**config.mk**
```make
export PLATFORM = sky130hd
export DESIGN_NAME = lbspl_front
export DESIGN_NICKNAME = d
export VERILOG_FILES = /design/src/design/lbspl_pkg.sv /design/src/design/lbspl_front.sv
export VERILOG_INCLUDE_DIRS = /design/src /design/src/design
export SDC_FILE = /design/constraint.sdc
export NUM_CORES = 2
export LEC_CHECK = 0
export ABC_CLOCK_PERIOD_IN_PS = 5700
export BUFFER_PORTS_ARGS = -buffer_cell sky130_fd_sc_hd__buf_2
export CAP_MARGIN = 30
export CELL_PAD_IN_SITES_DETAIL_PLACEMENT = 1
export CELL_PAD_IN_SITES_GLOBAL_PLACEMENT = 2
export CORE_MARGIN = 5
export CORE_UTILIZATION = 25
export CTS_CLUSTER_SIZE = 24
export DETAILED_ROUTE_END_ITERATION = 8
export PLACE_DENSITY = 0.56
export SLEW_MARGIN = 40
export SYNTH_ARGS = -nofsm -noshare
export SYNTH_HDL_FRONTEND = slang
export SYNTH_SLANG_ARGS = --single-unit
```
**constraint.sdc**
```tcl
create_clock -name clk -period 5.7 [get_ports clk]
set_clock_uncertainty 0.2 [all_clocks]
set_input_delay 0.57 -clock clk [delete_from_list [all_inputs] [get_ports clk]]
set_output_delay 0.57 -clock clk [all_outputs]
set_load 0.01 [all_outputs]
```
**src/design/assert_macros.svh**
```systemverilog
// Assertion macros shared by the log band peak level design.
`ifndef ASSERT_MACROS_SVH
`define ASSERT_MACROS_SVH

// Consequence must hold in the same cycle as the antecedent.
`define LBSPL_ASSERT_SAME(lbl, clk_s, rstn_s, ante, cons, msg) \
	lbl: assert property (@(posedge clk_s) disable iff (!rstn_s) (ante) |-> (cons)) \
		else $error(msg);

// Consequence must hold in the cycle after the antecedent.
`define LBSPL_ASSERT_NEXT(lbl, clk_s, rstn_s, ante, cons, msg) \
	lbl: assert property (@(posedge clk_s) disable iff (!rstn_s) (ante) |=> (cons)) \
		else $error(msg);

`endif

```
**src/design/lbspl_pkg.sv**
```systemverilog
// Package with constants, types and state encodings of the log band peak level design.
`timescale 1ns / 1ps
package lbspl_pkg;

	localparam int FFT_BINS      = 1024;
	localparam int MAX_BANDS     = 128;
	localparam int MAG_FRAC_BITS = 24;

	localparam int CFG_W  = 8;
	localparam int BIN_W  = $clog2(FFT_BINS);
	localparam int EDGE_W = BIN_W + 1;
	localparam int BAND_W = $clog2(MAX_BANDS);
	localparam int CNT_W  = BAND_W + 1;
	localparam int MAG_W  = MAG_FRAC_BITS;

	localparam int LOG_SPAN   = 10;
	localparam int LOG_INT_W  = $clog2(BIN_W);
	localparam int LOG_FRAC_W = 32;
	localparam int LOG_W      = LOG_INT_W + LOG_FRAC_W;
	localparam int LOG_ITER_W = $clog2(LOG_FRAC_W);
	localparam int MANT_W     = LOG_FRAC_W;
	localparam int LIM_W      = BAND_W + LOG_INT_W;
	localparam int PROD_W     = BAND_W + LOG_W;

	localparam int LEVEL_GAIN   = 765;
	localparam int LEVEL_SCALE  = LEVEL_GAIN * LEVEL_GAIN;
	localparam int SCALE_W      = $clog2(LEVEL_SCALE + 1);
	localparam int SCALED_W     = SCALE_W + MAG_W;
	localparam int RAD_W        = SCALE_W;
	localparam int ROOT_W       = RAD_W / 2;
	localparam int REM_W        = ROOT_W + 1;
	localparam int ROOT_STEP_W  = $clog2(ROOT_W);
	localparam int LEVEL_W      = 8;
	localparam int LEVEL_OFFSET = 4;
	localparam int LEVEL_MAX    = 255;

	localparam int Q_DEPTH = 4;
	localparam int Q_PTR_W = $clog2(Q_DEPTH);
	localparam int Q_CNT_W = Q_PTR_W + 1;

	typedef struct packed {
		logic              we;
		logic [BAND_W-1:0] addr;
		logic [EDGE_W-1:0] data;
	} edge_wr_t;

	typedef struct packed {
		logic [BAND_W-1:0] band_index;
		logic [MAG_W-1:0]  peak;
		logic              last_band;
	} band_item_t;

	typedef enum logic [2:0] {
		B_START,
		B_PREP,
		B_LOG,
		B_MUL,
		B_CMP,
		B_WRITE,
		B_IDLE
	} build_state_t;

	typedef enum logic [1:0] {
		K_IDLE,
		K_ROOT,
		K_DONE
	} back_state_t;

endpackage

```
**src/design/lbspl_front.sv**
```systemverilog
// Front end: accepts bins, tracks frame position and band peak, and queues closed bands.
`timescale 1ns / 1ps
`include "assert_macros.svh"
module lbspl_front (
	input  logic                        clk,
	input  logic                        arst_n,
	input  logic                        item_valid,
	output logic                        item_stall,
	input  logic [lbspl_pkg::MAG_W-1:0] magnitude,
	input  logic                        frame_last,
	input  logic                        busy,
	input  logic [lbspl_pkg::CNT_W-1:0] band_num,
	input  lbspl_pkg::edge_wr_t         edge_wr,
	input  logic                        q_full,
	output logic                        push,
	output lbspl_pkg::band_item_t       push_item
);

	logic [lbspl_pkg::EDGE_W-1:0] edge_mem_q [lbspl_pkg::MAX_BANDS];
	logic [lbspl_pkg::EDGE_W-1:0] edge_rd_q;
	logic [lbspl_pkg::BAND_W-1:0] rd_addr;

	logic [lbspl_pkg::BIN_W-1:0]  bc_q, bc_d;
	logic [lbspl_pkg::CNT_W-1:0]  cb_q, cb_d;
	logic [lbspl_pkg::MAG_W-1:0]  peak_q, peak_d;
	logic [lbspl_pkg::MAG_W-1:0]  peak_max;
	logic                         busy_d_q;
	logic                         ready;
	logic                         accept;
	logic                         closes;

	assign ready      = !busy && !busy_d_q && !q_full;
	assign item_stall = !ready;
	assign accept     = item_valid && ready;
	assign peak_max   = (magnitude > peak_q) ? magnitude : peak_q;
	assign closes     = (bc_q != '0) && (cb_q < band_num)
		&& (lbspl_pkg::EDGE_W'(bc_q) == edge_rd_q);

	always_comb begin
		bc_d                 = bc_q;
		cb_d                 = cb_q;
		peak_d               = peak_q;
		push                 = 1'b0;
		push_item.band_index = cb_q[lbspl_pkg::BAND_W-1:0];
		push_item.peak       = peak_max;
		push_item.last_band  = cb_q == lbspl_pkg::CNT_W'(band_num - lbspl_pkg::CNT_W'(1));
		if (accept) begin
			if (bc_q != '0) begin
				if (closes) begin
					push   = 1'b1;
					peak_d = '0;
					cb_d   = cb_q + lbspl_pkg::CNT_W'(1);
				end else begin
					peak_d = peak_max;
				end
			end
			if (frame_last || bc_q == lbspl_pkg::BIN_W'(lbspl_pkg::FFT_BINS - 1)) begin
				bc_d   = '0;
				cb_d   = '0;
				peak_d = '0;
			end else begin
				bc_d = bc_q + lbspl_pkg::BIN_W'(1);
			end
		end
	end

	assign rd_addr = cb_d[lbspl_pkg::BAND_W-1:0];

	always_ff @(posedge clk or negedge arst_n) begin
		if (!arst_n) begin
			bc_q     <= '0;
			cb_q     <= '0;
			peak_q   <= '0;
			busy_d_q <= 1'b1;
		end else begin
			bc_q     <= bc_d;
			cb_q     <= cb_d;
			peak_q   <= peak_d;
			busy_d_q <= busy;
		end
	end

	always_ff @(posedge clk) begin
		if (edge_wr.we) begin
			edge_mem_q[edge_wr.addr] <= edge_wr.data;
		end
		edge_rd_q <= edge_mem_q[rd_addr];
	end

	`LBSPL_ASSERT_NEXT(a_frame_restart, clk, arst_n, accept && frame_last, bc_q == '0 && cb_q == '0, "frame did not restart after its last bin")

endmodule

```
==> impl_metrics.yaml <==
outcome:
  status: "finished clean"
clocking:
  cts_buffers: 166
  clock_path_buffers: 3
  cts_resized: 0
  path_clk_slew_ns: 0.06
  clkLatencyLatePin_ns: 0.81
  root_buffer: "clkbuf_16"
  cts_tree: "yes"
  cts_setup_buffers: 0
  cts_num_sinks: 1462
  htreeDepth: 4
power:
  p_switching_mw: 5.50
  swShare_pct: 23.3
  power.leakage_nw: 22.8
  clkPwrFrac_pct: 44.0
  powerDensity_nw_per_um2: 330
  seq_power_share_pct: 50.4
  p_int_mw: 18.1
  p_comb_share_pct: 5.6
  ir_worst_vdd_mv: 0.210
setup_path:
  path_class: "reg -> reg"
  worst-path-max-fanout: 39
  cp.required_ns: 6.15
  cp-start-kind: "flop"
  cp-end-kind: "flop"
  arrival_ns: 5.75
die:
  core_area_sq_um: 241000
  ios: 91
  die_w_um: 502
  fp.dieH_um: 502
  std_cell_rows: 180
  initial_core_util_pct: 25.2
  dieArea_sq_um: 252000
layout:
  num-fill-cells: 25500
  drive_above_1_share_pct: 15.1
  multiInputGateArea_sq_um: 15800
  fin_area_sq_um: 71500
  ff_latch_area_sq_um: 43600
  area_growth_pct: 18.0
  final_net_count: 4592
  utilization_pct: 29.7
timing:
  slew_headroom_pct: 36.9
  fin_ws_ns: 0.406
  rsz0062_at_grt: "no"
  clock.fmax_mhz: 189
  finalSetupViolations: 0
  finalCritPeriodShare_pct: 92.9
  slew_violations: 0
  worst_pin_slew_ns: 0.937
  final_hold_viol_count: 0
  min_period_ns: 5.29
  tns_ns: 0
detailed_routing:
  detail-route-antenna-nets: 0
  vias_per_cell: 5.02
  firstDrtPassIters: 5
  wl_per_cell_um: 27.4
  vias: 39300
  drc: 0
  drtIter0Drc: 3425
  finalWirelength_um: 214000
yosys:
  syn_area_sq_um: 60600
  ys.flop_type: "edfxtp_1"
  ys_top_cells_by_area: "edfxtp_1 70%, nand2_1 3.2%, a211oi_1 2.9%"
  synth_seq_cells: 1462
  avgSynthCellArea_sq_um: 13.9
  yosysTopAreaCell: "edfxtp_1"
  synth_top_area_share_pct: 69.8
  synth_seq_area_share_pct: 71.9
  synth_cells: 4365
  synthesis.nets: 4458
  yosysWarnings: 0
  ys_types: 66
  synthArstFlopShare_pct: 2.94
  synth_edf_count: 1408
worst_hold_path:
  hold_class: "in -> reg"
place:
  place_congestion: 0.785
  post-dp-hpwl_um: 131000
  port_buffers: 90
  dpl_cell_area_sq_um: 66000
  place_ws_ns: 0.124
grt:
  grt_pass1_wl_um: 305000
  grt_pass1_vias: 39600
  track_usage_pct: 16.5
  grt_max_degree: 110
  antenna_found_initial: 15
  grt.overflow.total: 0
run:
  cap_violations: 0
-- registers in the layout, summed over array words and instances (netlist names) --
| signal | flops |
|---|---|
| edge_rd_q | 11 |
| busy_d_q | 1 |
| bc_q | 10 |
| edge_mem_q | 1408 |
| peak_q | 24 |
| cb_q | 8 |
-- critical path, stage by stage (launching register included) --
cell and delay (ns):
dfrtp_1 0.43, ha_1 0.32, a211oi_1 0.34, nand4_1 0.23, nor4_4 0.31, buf_4 0.28
and4_2 0.30, nor2_4 0.07, inv_8 0.27, buf_4 0.23, buf_12 0.25, mux2i_1 0.68
a211oi_2 0.30, a221o_1 0.37, a31oi_1 0.17, buf_4 0.20, a32oi_1 0.07
-- layout by cell type, fill, tap and decap left out, drive strengths merged, types with 58 or more instances in the layout --
master   Yosys  routed
mux2i      113     113
nor2       177     177
nand3      287     287
clkinv       0      69
o21ai      155     155
buf        118     288
nand2      520     520
clkbuf     235     214
inv         68      78
edfxtp    1408    1408
a211oi     235     235
and3       268     268
a2111oi     67      67
a31oi      102     102
a21oi       58      58
-- layer usage --
metal | GRT usage (%) | part of all wire, % | up-vias
met4 | 3.27 | 1.7 | 0
met3 | 2.15 | 4.6 | 212
li1 | - | - | 17300
met1 | 24.2 | 47 | 20800
met5 | 0 | 0 | -
met2 | 26.4 | 46 | 987
-- cell usage after synthesis, types with 35 or more instances --
| library cell | number |
|---|---|
| nand4_1 | 54 |
| nand2_1 | 519 |
| buf_2 | 82 |
| clkbuf_1 | 235 |
| o21ai_0 | 150 |
| a211oi_1 | 234 |
| a31oi_1 | 102 |
| mux2i_1 | 113 |
| mux2_2 | 53 |
| o221ai_1 | 35 |
| ha_1 | 36 |
| a21oi_1 | 58 |
| a32oi_1 | 44 |
| and3_1 | 268 |
| dfrtp_1 | 42 |
| a2111oi_0 | 67 |
| edfxtp_1 | 1408 |
| nand3_1 | 287 |
| nor2_1 | 177 |
| inv_1 | 64 |
-- cells by family (layout without fill, tap and decap cells) --
kind of cell	count (synthesis)	count (layout)	synth area share (%)
AOI/OAI and AO/OA	888	888	10.5
and+or+nand+nor	1365	1365	10.7
muxes	167	167	2.87
xor gates and xnor gates	26	26	0.376
DFF	1462	1462	71.9
other	0	5	0
buffers and inverters	421	691	2.95
adders and majority gates	36	36	0.743
-- path summary, 6_finish.rpt --
path,from,end,slack [ns],depth (start not counted)
min in group asynchronous,arst_n,peak_q[18]$_DFFE_PN0P_,0.22,3
max,cb_q[7]$_DFFE_PN0P_,edge_rd_q[9]$_DFF_P_,0.41,16
max in group asynchronous,arst_n,cb_q[2]$_DFF_PN0_,4.61,3
max reg2reg,cb_q[7]$_DFFE_PN0P_,edge_rd_q[9]$_DFF_P_,0.41,16
min reg2reg,peak_q[10]$_DFFE_PN0P_,peak_q[10]$_DFFE_PN0P_,0.34,2
min,edge_wr[9],edge_mem_q[112][9]$_DFFE_PP_,0.09,1
-- what timing repair did --
action | CTS | global route
setup endpoints to repair | 0 | 0
hold endpoints to repair | 102 | 31
hold buffers | 30 | 1
-- power groups by stage --
stage	clock network [mW]	registers, mW	logic [mW]
global route	11.1	11.9	1.42
detailed placement	0	12.1	1.32
CTS	10.7	11.9	1.34
finish	10.4	11.9	1.33
global placement	0	12.1	1.30
floorplan	0	12.1	0.577
-- per-stage QoR --
stage	instances	power [mW]	hold WS, ns
2_1_floorplan	4365	12.7	0.0744
3_3_place_gp	7483	13.4	0.312
3_5_place_dp	7483	13.4	0.333
4_1_cts	7817	23.9	0.0567
5_1_grt	7821	24.4	0.0698
6_report	7825	23.6	0.0889
-- cell type report --
class                      instances  area share, %
sequential                      1462           60.9
multi-input combinational       2482           22.0
clock buffer                     214           6.15
tap                             3185           5.57
timing repair buffer             319           3.88
clock inverter                    90           1.05
inverter                          68          0.379
antenna                            5         0.0175
(Power assumes the default switching activity.)
