`config.mk`:
```
export PLATFORM = sky130hd
export DESIGN_NAME = lbspl_builder
export DESIGN_NICKNAME = d
export VERILOG_FILES = /design/src/design/assert_macros.svh /design/src/design/lbspl_pkg.sv /design/src/design/lbspl_builder.sv
export SDC_FILE = /design/constraint.sdc
export NUM_CORES = 2
export LEC_CHECK = 0
export BUFFER_PORTS_ARGS = -buffer_cell sky130_fd_sc_hd__buf_2
export CAP_MARGIN = 25
export CORE_UTILIZATION = 30
export CTS_CLUSTER_SIZE = 20
export DETAILED_ROUTE_END_ITERATION = 10
export GPL_TIMING_DRIVEN = 0
export PLACE_DENSITY_LB_ADDON = 0.05
export SLEW_MARGIN = 40
export SYNTH_ARGS = -nofsm -noshare
export SYNTH_HDL_FRONTEND = slang
export SYNTH_SLANG_ARGS = --single-unit
export TNS_END_PERCENT = 100
```
`constraint.sdc`:
```
create_clock -name clk -period 10.65 [get_ports clk]
set_clock_uncertainty 0.2 [all_clocks]
set_input_delay 0.5325 -clock clk [delete_from_list [all_inputs] [get_ports clk]]
set_output_delay 0.5325 -clock clk [all_outputs]
set_load 0.005 [all_outputs]
```
`src/design/assert_macros.svh`:
```
// Assertion macros shared by the log band peak level design.
`ifndef ASSERT_MACROS_SVH
`define ASSERT_MACROS_SVH

// Consequence must hold in the same cycle as the antecedent.
`define LBSPL_ASSERT_SAME(lbl, clk_s, rstn_s, ante, cons, msg) \
	lbl: assert property (@(posedge clk_s) disable iff (!rstn_s) (ante) |-> (cons)) \
		else $error(msg);

// Consequence must hold in the cycle after the antecedent.
`define LBSPL_ASSERT_NEXT(lbl, clk_s, rstn_s, ante, cons, msg) \
	lbl: assert property (@(posedge clk_s) disable iff (!rstn_s) (ante) |=> (cons)) \
		else $error(msg);

`endif

```
`src/design/lbspl_pkg.sv`:
```
// Package with constants, types and state encodings of the log band peak level design.
`timescale 1ns / 1ps
package lbspl_pkg;

	localparam int FFT_BINS      = 1024;
	localparam int MAX_BANDS     = 128;
	localparam int MAG_FRAC_BITS = 24;

	localparam int CFG_W  = 8;
	localparam int BIN_W  = $clog2(FFT_BINS);
	localparam int EDGE_W = BIN_W + 1;
	localparam int BAND_W = $clog2(MAX_BANDS);
	localparam int CNT_W  = BAND_W + 1;
	localparam int MAG_W  = MAG_FRAC_BITS;

	localparam int LOG_SPAN   = 10;
	localparam int LOG_INT_W  = $clog2(BIN_W);
	localparam int LOG_FRAC_W = 32;
	localparam int LOG_W      = LOG_INT_W + LOG_FRAC_W;
	localparam int LOG_ITER_W = $clog2(LOG_FRAC_W);
	localparam int MANT_W     = LOG_FRAC_W;
	localparam int LIM_W      = BAND_W + LOG_INT_W;
	localparam int PROD_W     = BAND_W + LOG_W;

	localparam int LEVEL_GAIN   = 765;
	localparam int LEVEL_SCALE  = LEVEL_GAIN * LEVEL_GAIN;
	localparam int SCALE_W      = $clog2(LEVEL_SCALE + 1);
	localparam int SCALED_W     = SCALE_W + MAG_W;
	localparam int RAD_W        = SCALE_W;
	localparam int ROOT_W       = RAD_W / 2;
	localparam int REM_W        = ROOT_W + 1;
	localparam int ROOT_STEP_W  = $clog2(ROOT_W);
	localparam int LEVEL_W      = 8;
	localparam int LEVEL_OFFSET = 4;
	localparam int LEVEL_MAX    = 255;

	localparam int Q_DEPTH = 4;
	localparam int Q_PTR_W = $clog2(Q_DEPTH);
	localparam int Q_CNT_W = Q_PTR_W + 1;

	typedef struct packed {
		logic              we;
		logic [BAND_W-1:0] addr;
		logic [EDGE_W-1:0] data;
	} edge_wr_t;

	typedef struct packed {
		logic [BAND_W-1:0] band_index;
		logic [MAG_W-1:0]  peak;
		logic              last_band;
	} band_item_t;

	typedef enum logic [2:0] {
		B_START,
		B_PREP,
		B_LOG,
		B_MUL,
		B_CMP,
		B_WRITE,
		B_IDLE
	} build_state_t;

	typedef enum logic [1:0] {
		K_IDLE,
		K_ROOT,
		K_DONE
	} back_state_t;

endpackage

```
`src/design/lbspl_builder.sv`:
```
// Band count register and band edge table builder with a serial base-two logarithm unit.
`timescale 1ns / 1ps
module lbspl_builder (
	input  logic                             clk,
	input  logic                             arst_n,
	input  logic                             band_count_we,
	input  logic [lbspl_pkg::CFG_W-1:0]      band_count,
	output logic [lbspl_pkg::CNT_W-1:0]      band_num,
	output logic                             busy,
	output lbspl_pkg::edge_wr_t              edge_wr
);

	lbspl_pkg::build_state_t state_q, state_d;

	logic [lbspl_pkg::CFG_W-1:0]      band_count_q;
	logic [lbspl_pkg::BAND_W-1:0]     m;
	logic [lbspl_pkg::BAND_W-1:0]     x_q;
	logic [lbspl_pkg::BIN_W-1:0]      k_q;
	logic [lbspl_pkg::BIN_W-1:0]      cand;
	logic [lbspl_pkg::EDGE_W-1:0]     prev_q;
	logic [lbspl_pkg::LOG_INT_W-1:0]  cand_msb;
	logic [lbspl_pkg::BIN_W-1:0]      cand_norm;
	logic [lbspl_pkg::MANT_W-1:0]     mant_q;
	logic [2*lbspl_pkg::MANT_W-1:0]   sq;
	logic [lbspl_pkg::MANT_W-1:0]     mant_next;
	logic [lbspl_pkg::LOG_INT_W-1:0]  log_int_q;
	logic [lbspl_pkg::LOG_FRAC_W-1:0] log_frac_q;
	logic [lbspl_pkg::LOG_ITER_W-1:0] iter_q;
	logic [lbspl_pkg::PROD_W-1:0]     prod_q;
	logic [lbspl_pkg::LIM_W-1:0]      lim;
	logic                             fits;
	logic                             k_at_top;
	logic                             x_last;
	logic [lbspl_pkg::EDGE_W-1:0]     k_ext;
	logic [lbspl_pkg::EDGE_W-1:0]     e_raw;
	logic [lbspl_pkg::EDGE_W-1:0]     e_val;

	function automatic logic [lbspl_pkg::LOG_INT_W-1:0] msb_index(
		input logic [lbspl_pkg::BIN_W-1:0] v
	);
		logic [lbspl_pkg::LOG_INT_W-1:0] r;
		r = '0;
		for (int i = 0; i < lbspl_pkg::BIN_W; i++) begin
			if (v[i]) begin
				r = lbspl_pkg::LOG_INT_W'(i);
			end
		end
		return r;
	endfunction

	always_ff @(posedge clk or negedge arst_n) begin
		if (!arst_n) begin
			band_count_q <= lbspl_pkg::CFG_W'(1);
		end else if (band_count_we) begin
			band_count_q <= band_count;
		end
	end

	always_comb begin
		if (band_count_q == '0) begin
			band_num = lbspl_pkg::CNT_W'(1);
		end else if (int'(band_count_q) > lbspl_pkg::MAX_BANDS) begin
			band_num = lbspl_pkg::CNT_W'(lbspl_pkg::MAX_BANDS);
		end else begin
			band_num = lbspl_pkg::CNT_W'(band_count_q);
		end
	end

	assign m         = lbspl_pkg::BAND_W'(band_num - lbspl_pkg::CNT_W'(1));
	assign cand      = k_q + lbspl_pkg::BIN_W'(1);
	assign cand_msb  = msb_index(cand);
	assign cand_norm = lbspl_pkg::BIN_W'(cand << (lbspl_pkg::LOG_INT_W'(lbspl_pkg::BIN_W - 1)
		- cand_msb));
	assign sq        = (2*lbspl_pkg::MANT_W)'(mant_q) * (2*lbspl_pkg::MANT_W)'(mant_q);
	assign mant_next = sq[2*lbspl_pkg::MANT_W-1] ? sq[2*lbspl_pkg::MANT_W-1 -: lbspl_pkg::MANT_W]
		: sq[2*lbspl_pkg::MANT_W-2 -: lbspl_pkg::MANT_W];
	assign lim       = lbspl_pkg::LIM_W'(x_q) * lbspl_pkg::LIM_W'(lbspl_pkg::LOG_SPAN);
	assign fits      = prod_q <= {lim, lbspl_pkg::LOG_FRAC_W'(0)};
	assign k_at_top  = k_q == lbspl_pkg::BIN_W'(lbspl_pkg::FFT_BINS - 1);
	assign x_last    = lbspl_pkg::CNT_W'(x_q) == lbspl_pkg::CNT_W'(band_num - lbspl_pkg::CNT_W'(1));

	always_comb begin
		k_ext = lbspl_pkg::EDGE_W'(k_q);
		e_raw = (k_ext <= prev_q) ? prev_q + lbspl_pkg::EDGE_W'(1) : k_ext;
		if (e_raw > lbspl_pkg::EDGE_W'(lbspl_pkg::FFT_BINS - 1)) begin
			e_val = lbspl_pkg::EDGE_W'(lbspl_pkg::FFT_BINS);
		end else begin
			e_val = e_raw;
		end
	end

	always_ff @(posedge clk or negedge arst_n) begin
		if (!arst_n) begin
			state_q <= lbspl_pkg::B_START;
		end else begin
			state_q <= state_d;
		end
	end

	always_comb begin
		state_d      = state_q;
		edge_wr.we   = 1'b0;
		edge_wr.addr = x_q;
		edge_wr.data = e_val;
		unique case (state_q)
			lbspl_pkg::B_START: begin
				if (band_num == lbspl_pkg::CNT_W'(1)) begin
					edge_wr.we   = 1'b1;
					edge_wr.addr = '0;
					edge_wr.data = lbspl_pkg::EDGE_W'(lbspl_pkg::FFT_BINS - 1);
					state_d      = lbspl_pkg::B_IDLE;
				end else begin
					state_d = lbspl_pkg::B_PREP;
				end
			end
			lbspl_pkg::B_PREP: begin
				state_d = k_at_top ? lbspl_pkg::B_WRITE : lbspl_pkg::B_LOG;
			end
			lbspl_pkg::B_LOG: begin
				if (iter_q == lbspl_pkg::LOG_ITER_W'(lbspl_pkg::LOG_FRAC_W - 1)) begin
					state_d = lbspl_pkg::B_MUL;
				end
			end
			lbspl_pkg::B_MUL: begin
				state_d = lbspl_pkg::B_CMP;
			end
			lbspl_pkg::B_CMP: begin
				state_d = fits ? lbspl_pkg::B_PREP : lbspl_pkg::B_WRITE;
			end
			lbspl_pkg::B_WRITE: begin
				edge_wr.we = 1'b1;
				if (x_last) begin
					state_d = lbspl_pkg::B_IDLE;
				end else if (k_at_top) begin
					state_d = lbspl_pkg::B_WRITE;
				end else begin
					state_d = lbspl_pkg::B_MUL;
				end
			end
			lbspl_pkg::B_IDLE: begin
				state_d = lbspl_pkg::B_IDLE;
			end
			default: begin
				state_d = lbspl_pkg::B_START;
			end
		endcase
		if (band_count_we) begin
			edge_wr.we = 1'b0;
			state_d    = lbspl_pkg::B_START;
		end
	end

	assign busy = state_q != lbspl_pkg::B_IDLE;

	always_ff @(posedge clk) begin
		case (state_q)
			lbspl_pkg::B_START: begin
				x_q    <= '0;
				k_q    <= lbspl_pkg::BIN_W'(1);
				prev_q <= '0;
			end
			lbspl_pkg::B_PREP: begin
				mant_q     <= {cand_norm, (lbspl_pkg::MANT_W - lbspl_pkg::BIN_W)'(0)};
				log_int_q  <= cand_msb;
				log_frac_q <= '0;
				iter_q     <= '0;
			end
			lbspl_pkg::B_LOG: begin
				mant_q     <= mant_next;
				log_frac_q <= {log_frac_q[lbspl_pkg::LOG_FRAC_W-2:0], sq[2*lbspl_pkg::MANT_W-1]};
				iter_q     <= iter_q + lbspl_pkg::LOG_ITER_W'(1);
			end
			lbspl_pkg::B_MUL: begin
				prod_q <= lbspl_pkg::PROD_W'(m) * lbspl_pkg::PROD_W'({log_int_q, log_frac_q});
			end
			lbspl_pkg::B_CMP: begin
				if (fits) begin
					k_q <= cand;
				end
			end
			lbspl_pkg::B_WRITE: begin
				prev_q <= e_val;
				x_q    <= x_q + lbspl_pkg::BAND_W'(1);
			end
			default: begin
			end
		endcase
	end

endmodule

```
==> flow_metrics.tcl <==
set metrics [dict create \
    yosys_warnings 0 \
    r2r-end "mant_q[25]" \
    start_util_pct 30.4 \
    mappedNetlistNets 6063 \
    core.rowCount 140 \
    yosys.area.top_type_share_pct 43.4 \
    cp-start-kind "flip-flop" \
    area_growth_syn_to_layout_pct 8.56 \
    rsz0062_at_grt "no" \
    setup_viol_count_final 0 \
    min_to "band_count_q[7]" \
    syn_inst 4697 \
    port_buffers 38 \
    drc 0 \
    syn-cell-area_sq_um 44500 \
    min_period_ns 10.46 \
    dp_hpwl_mm 134 \
    finalHoldViolations 0 \
    hp-class "primary input to flip-flop" \
    ys_async_sr_fraction_pct 7.10 \
    status "complete, no violations" \
    cts_tree "built" \
    gp_congestion 0.872 \
    timing.fmax_ghz 0.0956 \
    cts_buffers 17 \
    worstSetupEndpointType "flip-flop" \
    clk_latency_ns 0.49 \
    synth-seq-area-share_pct 10.3 \
    core_sq_um 146000 \
    path_max_fanout 10 \
    root_buffer "clkbuf_16" \
    yosys.area.top_type "fa_1" \
    syn_area_per_cell_sq_um 9.46 \
    drv_cap 0 \
    die_h_um 387 \
    synth_common_cells "inv_1, fa_1, nand2_1" \
    ys_top_cells_by_area "fa_1, ha_1, inv_1" \
    num_vias 31200 \
    path_clk_slew_ns 0.08 \
    synth_ff_type "edfxtp_1" \
    die_w_um 387 \
    min_path_cells 3 \
    arrival_ns 10.49 \
    nets 6146 \
    drive_gt1_share_pct 5.22 \
    slowest_stage "buf_2" \
    worstPathRequired_ns 10.68 \
    ios 39 \
    setup_ws_ns 0.189 \
    crit_path_frequent_cell "fa_1" \
    clk_path_buf_depth 2 \
    place_ws_ns 0.220 \
    post_cts_buffers 0 \
    first_iter_violations 1737 \
    wirelength_mm 159 \
    slew-limit-headroom_pct 38.1 \
    fin_crit_sh_pct 98.2 \
    ant_nets 0 \
    rr_worst_depth 26 \
    grt_pass1_vias 34400 \
    cts_sinks 155 \
    grt_max_degree 33 \
    grt_usage_pct 21.8 \
    grt_overflow_total 0 \
    tns_ns 0 \
    grt_pass1_wl_mm 238 \
    synth-edff-count 144 \
    dr.pass1.iters 6 \
    synth_seq_cells 155 \
    setup.worst_path.class "flip-flop to flip-flop" \
    htreeDepth 4 \
    reg2reg_slack_ns 0.19 \
    yosysMostFrequentCell "inv_1" \
    vias_per_cell 4.65 \
    slew_violations 0 \
    wl_per_cell_um 23.7 \
    slowest_delay_ns 0.64 \
    hp-start "band_count[7]" \
    antenna_found_initial 13 \
    synth_cell_type_count 83 \
    dieArea_sq_um 150000 \
    r2r-start "mant_q[15]" \
    tightestPinTransition_ns 0.929 \
]
[cell usage in the layout (no fill, tap or decap), drive strengths merged, types with 85 or more instances in the layout]
cell       n
a21oi    136
and2     365
clkbuf   169
edfxtp   144
fa       963
ha       392
inv     1225
nand2    454
nor2     131
xnor2     85
[area by class of cell]
class | count | area, sq um
Fill cell | 15500 | 98200
Multi-Input combinational cell | 3156 | 34700
Sequential cell | 155 | 4600
Inverter | 1221 | 4580
Tap cell | 1917 | 2400
Buffer | 165 | 746
Timing Repair Buffer | 64 | 631
Clock buffer | 18 | 429
Clock inverter | 14 | 136
Antenna cell | 7 | 17.5
[cell families after synthesis]
family | count (synthesis) | synth area share, %
AND/OR/NAND/NOR | 1208 | 13.6
buffers and inverters | 1386 | 11.7
multiplexers | 32 | 0.754
XOR/XNOR | 153 | 3.06
AO/OA/AOI/OAI | 408 | 6.07
flip-flops | 155 | 10.3
adder cells (fa/ha/maj) | 1355 | 54.4
[stage by stage]
| step | area (sq um) | std cells | hold WS [ns] | util (%) |
|---|---|---|---|---|
| 2_1_floorplan | 44500 | 4697 | 0.0369 | - |
| 3_3_place_gp | 47000 | 6652 | 0.238 | 32.1 |
| 3_5_place_dp | 47700 | 6677 | 0.237 | 32.5 |
| 4_1_cts | 48200 | 6710 | 0.00825 | 32.9 |
| 5_1_grt | 48200 | 6710 | 0.0398 | 32.9 |
| 6_report | 48300 | 6717 | 0.0481 | 33.0 |
[flip-flops by register name (all words and copies together) (netlist names)]
signal        cells
prod_q           43
log_frac_q       32
mant_q           32
prev_q           11
k_q              10
band_count_q      8
x_q               7
iter_q            5
log_int_q         4
state_q           3
[worst max-delay path by stage]
stage	slack (ns)	to	start
global placement	-0.84	mant_q[25]	mant_q[18]
detailed placement	0.22	mant_q[9]	mant_q[13]
global route	0.001	mant_q[11]	mant_q[19]
CTS	0.16	mant_q[9]	mant_q[13]
floorplan	2.72	mant_q[26]	mant_q[5]
finish	0.19	mant_q[25]	mant_q[15]
[metal layers]
layer	global-route usage (%)	vias up	part of all wire, %	wire [um]
li1	-	14300	-	-
met1	31.2	16200	47	75400
met3	1.75	96	3.4	5390
met2	36.1	602	47	75400
met5	0	-	0.0082	13
met4	4.35	2	1.9	2950
[worst max-delay path, delay by kind of cell, from the launching register on]
| kind | cells | cell delay, ns |
|---|---|---|
| adders and majority gates | 9 | 4.43 |
| AOI/OAI and AO/OA | 7 | 2.40 |
| buffers and inverters | 6 | 1.62 |
| and+or+nand+nor | 3 | 0.74 |
| DFF | 1 | 0.60 |
| xor gates and xnor gates | 1 | 0.16 |
[repair_timing]
| item | 4_1_cts | 5_1_grt |
|---|---|---|
| hold buffers | 1 | 0 |
| hold endpoints to repair | 11 | 0 |
| resized for setup | 0 | 5 |
| endpoints found under the setup margin | 0 | 17 |
Power is not shown: default switching activity piles up to over one toggle a cycle in this logic, so the estimate is an artifact.
