[src/design/assert_macros.svh]
// Assertion macros shared by the log band peak level design.
`ifndef ASSERT_MACROS_SVH
`define ASSERT_MACROS_SVH

// Consequence must hold in the same cycle as the antecedent.
`define LBSPL_ASSERT_SAME(lbl, clk_s, rstn_s, ante, cons, msg) \
	lbl: assert property (@(posedge clk_s) disable iff (!rstn_s) (ante) |-> (cons)) \
		else $error(msg);

// Consequence must hold in the cycle after the antecedent.
`define LBSPL_ASSERT_NEXT(lbl, clk_s, rstn_s, ante, cons, msg) \
	lbl: assert property (@(posedge clk_s) disable iff (!rstn_s) (ante) |=> (cons)) \
		else $error(msg);

`endif

[src/design/lbspl_pkg.sv]
// Package with constants, types and state encodings of the log band peak level design.
`timescale 1ns / 1ps
package lbspl_pkg;

	localparam int FFT_BINS      = 1024;
	localparam int MAX_BANDS     = 128;
	localparam int MAG_FRAC_BITS = 24;

	localparam int CFG_W  = 8;
	localparam int BIN_W  = $clog2(FFT_BINS);
	localparam int EDGE_W = BIN_W + 1;
	localparam int BAND_W = $clog2(MAX_BANDS);
	localparam int CNT_W  = BAND_W + 1;
	localparam int MAG_W  = MAG_FRAC_BITS;

	localparam int LOG_SPAN   = 10;
	localparam int LOG_INT_W  = $clog2(BIN_W);
	localparam int LOG_FRAC_W = 32;
	localparam int LOG_W      = LOG_INT_W + LOG_FRAC_W;
	localparam int LOG_ITER_W = $clog2(LOG_FRAC_W);
	localparam int MANT_W     = LOG_FRAC_W;
	localparam int LIM_W      = BAND_W + LOG_INT_W;
	localparam int PROD_W     = BAND_W + LOG_W;

	localparam int LEVEL_GAIN   = 765;
	localparam int LEVEL_SCALE  = LEVEL_GAIN * LEVEL_GAIN;
	localparam int SCALE_W      = $clog2(LEVEL_SCALE + 1);
	localparam int SCALED_W     = SCALE_W + MAG_W;
	localparam int RAD_W        = SCALE_W;
	localparam int ROOT_W       = RAD_W / 2;
	localparam int REM_W        = ROOT_W + 1;
	localparam int ROOT_STEP_W  = $clog2(ROOT_W);
	localparam int LEVEL_W      = 8;
	localparam int LEVEL_OFFSET = 4;
	localparam int LEVEL_MAX    = 255;

	localparam int Q_DEPTH = 4;
	localparam int Q_PTR_W = $clog2(Q_DEPTH);
	localparam int Q_CNT_W = Q_PTR_W + 1;

	typedef struct packed {
		logic              we;
		logic [BAND_W-1:0] addr;
		logic [EDGE_W-1:0] data;
	} edge_wr_t;

	typedef struct packed {
		logic [BAND_W-1:0] band_index;
		logic [MAG_W-1:0]  peak;
		logic              last_band;
	} band_item_t;

	typedef enum logic [2:0] {
		B_START,
		B_PREP,
		B_LOG,
		B_MUL,
		B_CMP,
		B_WRITE,
		B_IDLE
	} build_state_t;

	typedef enum logic [1:0] {
		K_IDLE,
		K_ROOT,
		K_DONE
	} back_state_t;

endpackage

[src/design/lbspl_queue.sv]
// Short queue of closed bands between the front end and the level unit.
`timescale 1ns / 1ps
`include "assert_macros.svh"
module lbspl_queue (
	input  logic                  clk,
	input  logic                  arst_n,
	input  logic                  push,
	input  lbspl_pkg::band_item_t push_item,
	input  logic                  pop,
	output lbspl_pkg::band_item_t head,
	output logic                  q_valid,
	output logic                  q_full
);

	lbspl_pkg::band_item_t entries_q [lbspl_pkg::Q_DEPTH];

	logic [lbspl_pkg::Q_PTR_W-1:0] wr_ptr_q;
	logic [lbspl_pkg::Q_PTR_W-1:0] rd_ptr_q;
	logic [lbspl_pkg::Q_CNT_W-1:0] count_q;
	logic                          do_push;
	logic                          do_pop;

	assign q_valid = count_q != '0;
	assign q_full  = count_q == lbspl_pkg::Q_CNT_W'(lbspl_pkg::Q_DEPTH);
	assign head    = entries_q[rd_ptr_q];
	assign do_push = push && !q_full;
	assign do_pop  = pop && q_valid;

	always_ff @(posedge clk or negedge arst_n) begin
		if (!arst_n) begin
			wr_ptr_q <= '0;
			rd_ptr_q <= '0;
			count_q  <= '0;
		end else begin
			if (do_push) begin
				wr_ptr_q <= wr_ptr_q + lbspl_pkg::Q_PTR_W'(1);
			end
			if (do_pop) begin
				rd_ptr_q <= rd_ptr_q + lbspl_pkg::Q_PTR_W'(1);
			end
			if (do_push && !do_pop) begin
				count_q <= count_q + lbspl_pkg::Q_CNT_W'(1);
			end else if (do_pop && !do_push) begin
				count_q <= count_q - lbspl_pkg::Q_CNT_W'(1);
			end
		end
	end

	always_ff @(posedge clk) begin
		if (do_push) begin
			entries_q[wr_ptr_q] <= push_item;
		end
	end

	`LBSPL_ASSERT_SAME(a_q_no_overflow, clk, arst_n, push, !q_full, "band pushed into a full queue")
	`LBSPL_ASSERT_SAME(a_q_full_ptrs, clk, arst_n, q_full, wr_ptr_q == rd_ptr_q, "queue count disagrees with its pointers")

endmodule

[config.mk]
export PLATFORM = sky130hd
export DESIGN_NAME = lbspl_queue
export DESIGN_NICKNAME = d
export VERILOG_FILES = /design/src/design/lbspl_pkg.sv /design/src/design/lbspl_queue.sv
export VERILOG_INCLUDE_DIRS = /design/src /design/src/design
export SDC_FILE = /design/constraint.sdc
export NUM_CORES = 1
export LEC_CHECK = 0
export ABC_AREA = 1
export BUFFER_PORTS_ARGS = -buffer_cell sky130_fd_sc_hd__buf_2
export CORE_MARGIN = 4
export CORE_UTILIZATION = 50
export DETAILED_ROUTE_END_ITERATION = 8
export GPL_ROUTABILITY_DRIVEN = 0
export HOLD_SLACK_MARGIN = 0.03
export PLACE_DENSITY = 0.76
export SLEW_MARGIN = 15
export SYNTH_ARGS = -nofsm -noshare
export SYNTH_HDL_FRONTEND = slang
export SYNTH_SLANG_ARGS = --single-unit
[constraint.sdc]
create_clock -name clk -period 5.55 [get_ports clk]
set_input_delay 0.555 -clock clk [delete_from_list [all_inputs] [get_ports clk]]
set_output_delay 0.555 -clock clk [all_outputs]
set_load 0.02 [all_outputs]
==> flow_metrics.tcl, run 1 <==
set metrics [dict create \
    outcome "finished clean" \
    grt_setup_unrepaired "false" \
    path_class "reg2out" \
    synth_compound_area_frac 0.0873 \
    arrival_ps 2200 \
    antenna_found_initial 0 \
    hold_viol 0 \
    drive_gt1_frac 0.202 \
    required_ps 4990 \
    grt_pass1_vias 3219 \
    cts_resized 0 \
    syn_area_sq_um 5560 \
    io_buffers 69 \
    synth_nets 476 \
    synthToLayoutAreaGrowth_pct 17.4 \
    period_share 0.496 \
    clock.fmax_ghz 0.363 \
    syn_inst 434 \
    synth.area.top_cells "edfxtp_1, o211ai_1, nand2_1" \
    yosys_register_bits 135 \
    dpl_cell_area_sq_um 5940 \
    start_util 0.513 \
    clkTransAtPathRegs_ps 60 \
    pin_count 70 \
    yosys.area.top_type "edfxtp_1" \
    wl_per_cell_um 14.7 \
    drc 0 \
    antenna_left 0 \
    cts_tree "done" \
    via_per_inst 4.96 \
    finalSetupViolations 0 \
    rows 38 \
    startpoint_type "flip-flop" \
    stdcell_area_sq_um 6530 \
    skew_ps 14.0 \
    max_cap_violations 0 \
    layout.cells.non_filler 655 \
    cts-root-buf "clkbuf_8" \
    min_period_ps 2750 \
    static-leakage-power_nw 2.69 \
    grt_max_degree 131 \
    synth_top_family_by_area "compound AO/OA/AOI/OAI gates" \
    first_pass_iters 5 \
    gr-total-overflow 0 \
    cts_buffers 17 \
    die_w_um 113 \
    crit_top_cell "nand2_1" \
    cts_buffer_depth 2 \
    cts_sinks 135 \
    worst_pin_slew_ps 1070 \
    slowest_stage "inv_6" \
    final_common_cell "edfxtp_1" \
    wl_um 9640 \
    dp.cells 623 \
    cts_max_level 4 \
    die_y_um 113 \
    min_path_type "in2reg" \
    drt_iter0_drc 176 \
    synthDistinctLibCells 17 \
    final_cell_mix "edfxtp_1, nand2_1, inv_1" \
    crit_chain "inv_6 -> nand2_1 -> o211ai_1 -> nand2_1 -> buf_2" \
    p_per_area_nw_per_um2 569 \
    nets 545 \
    crit_path_end_kind "primary output" \
    tns_ps 0 \
    die_area_sq_um 12900 \
    post_cts_buffers 0 \
    clk_latency_ps 520 \
    grt_pass1_wl_um 15800 \
    drv_slew 0 \
    synth_mux_area_frac 0 \
    avgSynthCellArea_sq_um 12.8 \
    max-slew-margin-rel 0.288 \
    via_count 3252 \
    synth-seq-area-share 0.723 \
    synth_simple_gate_area_frac 0.0871 \
    ys_warn_count 0 \
    hpwlAfterDp_um 5680 \
    critPathMaxStageDelay_ps 590 \
    synth_xor_area_frac 0.00158 \
    holdBufCountCts 1 \
    synth_top_area_share 0.691 \
    crit_path_max_fanout 130 \
    num_antenna_cells 0 \
    synth_fa_ha_area_frac 0.0149 \
    coreArea_sq_um 10800 \
    ir_worst_vdd_uv 400 \
    track_usage 0.162 \
]
## sequential cells by signal (all words and copies together), names as in the netlist
signal     cells
entries_q    128
count_q        3
rd_ptr_q       2
wr_ptr_q       2
## critical path: cells and delay by family (launching register included)
family / cells / cell delay [ps]
AND/OR/NAND/NOR: 2 / 250
flip-flops: 1 / 430
AO/OA/AOI/OAI: 1 / 140
buffers and inverters: 2 / 760
## logic make-up (layout without fill, tap and decap cells)
family | count (synthesis) | after routing
AO/OA/AOI/OAI | 65 | 65
AND/OR/NAND/NOR | 126 | 126
adder cells (fa/ha/maj) | 6 | 6
XOR/XNOR | 1 | 1
buffers and inverters | 101 | 182
flip-flops | 135 | 135
## per-stage QoR
stage | power, mW | hold WS, ps | setup WS (ps) | util
6_report | 3.72 | 251 | 2800 | 0.602
5_1_grt | 3.96 | 223 | 2600 | 0.602
4_1_cts | 3.77 | 219 | 2540 | 0.602
3_5_place_dp | 2.69 | 401 | 3100 | 0.548
3_3_place_gp | 2.65 | 393 | 3200 | 0.548
2_1_floorplan | 2.37 | 259 | 3050 | -
## per-layer routing
metal	global-route usage	vias up	share of wire
met5	0	-	0
met2	0.264	104	0.51
met4	0.0457	0	0.0035
met1	0.202	1508	0.41
met3	0.0658	4	0.078
li1	-	1636	-
## layout make-up
type                    count  area, sq um
flip-flops and latches    135         4020
multi-input cells         198         1090
fillers                   817         4310
repair buffers             71          363
well taps                 140          175
inverters                  80          305
clock buffers              19          422
clock inverters            12          154
## synthesized netlist by cell type, drive strengths merged
master / count
edfxtp: 128
inv: 80
nand3: 7
dfrtp: 7
nand2: 114
xnor2: 1
nand4: 1
clkbuf: 2
ha: 5
nor2: 4
o211ai: 64
o21ai: 1
fa: 1
buf: 19
## worst paths after layout
kind	cells after the start	start	endpoint	slack, ps
worst min-delay path	1	push_item[10]	entries_q[2][10]$_DFFE_PP_	250
min in group asynchronous	2	arst_n	count_q[0]$_DFFE_PN0P_	390
worst min register to register	2	count_q[2]$_DFFE_PN0P_	count_q[2]$_DFFE_PN0P_	500
max in group asynchronous	2	arst_n	rd_ptr_q[1]$_DFFE_PN0P_	5000
worst max register to register	4	count_q[0]$_DFFE_PN0P_	entries_q[1][7]$_DFFE_PP_	3300
worst max-delay path	5	rd_ptr_q[0]$_DFFE_PN0P_	head[25]	2800
## where the power goes
part / total, mW / switching (mW) / internal, mW
sequential: 1.41 / 0.0591 / 1.35
combinational: 1.24 / 0.880 / 0.359
clock: 1.07 / 0.390 / 0.680
(Power assumes the default switching activity.)
==> run 2, diff against run 1 <==
--- a/config.mk
+++ b/config.mk
@@ -6,14 +6,14 @@
 export SDC_FILE = /design/constraint.sdc
 export NUM_CORES = 1
 export LEC_CHECK = 0
-export ABC_AREA = 1
+export ABC_AREA = 0
 export BUFFER_PORTS_ARGS = -buffer_cell sky130_fd_sc_hd__buf_2
 export CORE_MARGIN = 4
 export CORE_UTILIZATION = 50
 export DETAILED_ROUTE_END_ITERATION = 8
 export GPL_ROUTABILITY_DRIVEN = 0
 export HOLD_SLACK_MARGIN = 0.03
-export PLACE_DENSITY = 0.76
+export PLACE_DENSITY = 0.8
 export SLEW_MARGIN = 15
 export SYNTH_ARGS = -nofsm -noshare
 export SYNTH_HDL_FRONTEND = slang
==> constraint.sdc (replaced) <==
create_clock -name clk -period 2.35 [get_ports clk]
set_input_delay 0.235 -clock clk [delete_from_list [all_inputs] [get_ports clk]]
set_output_delay 0.235 -clock clk [all_outputs]
set_load 0.02 [all_outputs]
==> flow_metrics.tcl, run 2 <==
set metrics [dict create \
    outcome "finished clean" \
    dp.cells 408 \
    synth-async-reset-ratio 0.0519 \
    antenna_found_initial 0 \
    antenna_left 0 \
    syn_area_sq_um 5100 \
    synth_ff_type "edfxtp_1" \
    cts_sinks 135 \
    num_antenna_cells 0 \
    min_period_ps 2130 \
    reg2reg_slack_ps 250 \
    final_cell_mix "edfxtp_1, buf_2, dlygate4sd3_1" \
    grt_pass1_wl_um 13900 \
    synthToLayoutAreaGrowth_pct 28.9 \
    p_per_area_nw_per_um2 1300 \
    required_ps 2120 \
    clkTransAtPathRegs_ps 60 \
    reg2reg_depth 8 \
    arrival_ps 1900 \
    max_cap_violations 0 \
    hold_viol 0 \
    synthDistinctLibCells 22 \
    pin_count 70 \
    clock.fmax_ghz 0.468 \
    worst_pin_slew_ps 411 \
    sequentialPowerShare 0.406 \
    cts_buffer_depth 2 \
    layout.cells.non_filler 474 \
    p_switching_mw 2.61 \
    p_total_mw 8.52 \
    die_y_um 109 \
    io_buffers 69 \
    synth_edf_count 128 \
    max-slew-margin-rel 0.726 \
    cts-root-buf "clkbuf_8" \
    synth-seq-area-share 0.788 \
    rows 36 \
    comb_power_share 0.304 \
    drive_gt1_frac 0.443 \
    cts_buffers 17 \
    die_w_um 109 \
    final_common_cell "edfxtp_1" \
    gr-usage-met1 0.203 \
    drt_iter0_drc 117 \
    top_register "entries_q" \
    finalSetupViolations 0 \
    synth_top_area_share 0.753 \
    synth.area.top_cells "edfxtp_1, mux4_2, dfrtp_1" \
    track_usage 0.163 \
    drc 0 \
    yosys.area.top_type "edfxtp_1" \
    synth_nets 245 \
    r2r-end "count_q[2]$_DFFE_PN0P_" \
    avgSynthCellArea_sq_um 25.1 \
    grt_max_degree 27 \
    skew_ps 6.87 \
    via_per_inst 5.07 \
    crit_path_end_kind "primary output" \
    path_class "reg2out" \
    drv_slew 0 \
    ys_warn_count 0 \
    wl_um 8720 \
    yosys_register_bits 135 \
    synth_common_cells "edfxtp_1, mux4_2, dfrtp_1" \
    gr-total-overflow 0 \
    grt_use_met3 0.0509 \
    cts_tree "done" \
    reg_top3 "entries_q: 128 flops, count_q: 3 flops" \
    min_path_type "in2async" \
    die_area_sq_um 11900 \
    hpwlAfterDp_um 5280 \
    cts_max_level 4 \
    clk_latency_ps 500 \
    p_sw_frac 0.306 \
    wl_per_cell_um 18.4 \
    grt_pass1_vias 2664 \
    startpoint_type "flip-flop" \
    syn_inst 203 \
    grt_setup_unrepaired "false" \
    synth.most_common_cell "edfxtp_1" \
    grt_use_met2 0.271 \
    top_usage_layer "met2" \
    first_pass_iters 4 \
    start_util 0.517 \
    static-leakage-power_nw 2.37 \
    holdWs_ps 86.2 \
    crit_path_max_fanout 26 \
    nets 371 \
    period_share 0.908 \
    postLayoutCoreUtil 0.667 \
    largest_reg_flops 128 \
    coreArea_sq_um 9860 \
    reg2reg_from "count_q[0]$_DFFE_PN0P_" \
    clkPwrFrac 0.291 \
    p_int_mw 5.91 \
    ir_worst_vdd_uv 821 \
    tns_ps 0 \
    via_count 2405 \
]
## run 2: cell count changes in the layout (fill, tap and decap cells not counted), sizes merged, moves of 4 or more
| cell | delta |
|---|---|
| nand2 | -113 |
| dlygate4sd3 | +33 |
| inv | -75 |
| o211ai | -64 |
| mux4 | +32 |
| and2 | +4 |
| nand3 | -6 |
| buf | +12 |
| clkinv | +4 |
## run 2: cells by family after synthesis
| logic type | share of synthesized area |
|---|---|
| DFF | 0.788 |
| muxes | 0.149 |
| buffers and inverters | 0.0221 |
| and+or+nand+nor | 0.0145 |
| xor gates and xnor gates | 0.0103 |
| adders and majority gates | 0.0162 |
## run 2: timing repair
item | 4_1_cts | 5_1_grt
endpoints found under the hold margin | 137 | 0
buffers inserted | 0 | 1
hold buffers | 34 | 0
endpoints found under the setup margin | 0 | 10
resized for setup | 0 | 1
## run 2: final cells by class
class	instances	area, sq um
sequential	135	4020
fill	637	3290
clock inverter	14	150
multi-input combinational	56	976
clock buffer	17	414
inverter	3	11.3
tap	133	166
timing repair buffer	116	833
## run 2: power by group through the flow
stage	Combinational [mW]	Clock, mW	Sequential (mW)
floorplan	1.94	0	3.35
global placement	2.52	0	3.49
CTS	2.61	2.53	3.48
global route	2.80	2.64	3.51
detailed placement	2.55	0	3.53
finish	2.59	2.48	3.46
## run 2: metrics by stage
stage	worst slack (ps)	cell area (sq um)
2_1_floorplan	302	5100
3_3_place_gp	298	5660
3_5_place_dp	251	5660
4_1_cts	6.05	6570
5_1_grt	128	6580
6_report	215	6580
## run 2: worst max path at each step
stage	startpoint	end	slack, ps	cells after the start
floorplan	count_q[0]$_DFFE_PN0P_	count_q[2]$_DFFE_PN0P_	300	8
global placement	count_q[0]$_DFFE_PN0P_	count_q[2]$_DFFE_PN0P_	300	8
detailed placement	count_q[0]$_DFFE_PN0P_	count_q[2]$_DFFE_PN0P_	250	8
CTS	rd_ptr_q[1]$_DFFE_PN0P_	head[30]	6	3
global route	count_q[0]$_DFFE_PN0P_	count_q[2]$_DFFE_PN0P_	130	8
finish	rd_ptr_q[1]$_DFFE_PN0P_	head[7]	220	3
## run 2: routing by layer
| metal | part of all wire | routed length [um] |
|---|---|---|
| met1 | 0.42 | 3690 |
| met2 | 0.52 | 4560 |
| met3 | 0.048 | 416 |
| met4 | 0.0054 | 47 |
| met5 | 0 | 0 |
## run 2: worst max-delay path, cell delays in order (launching register included)
cell	delay [ps]
dfrtp_4	690
buf_4	230
mux4_2	300
buf_2	170
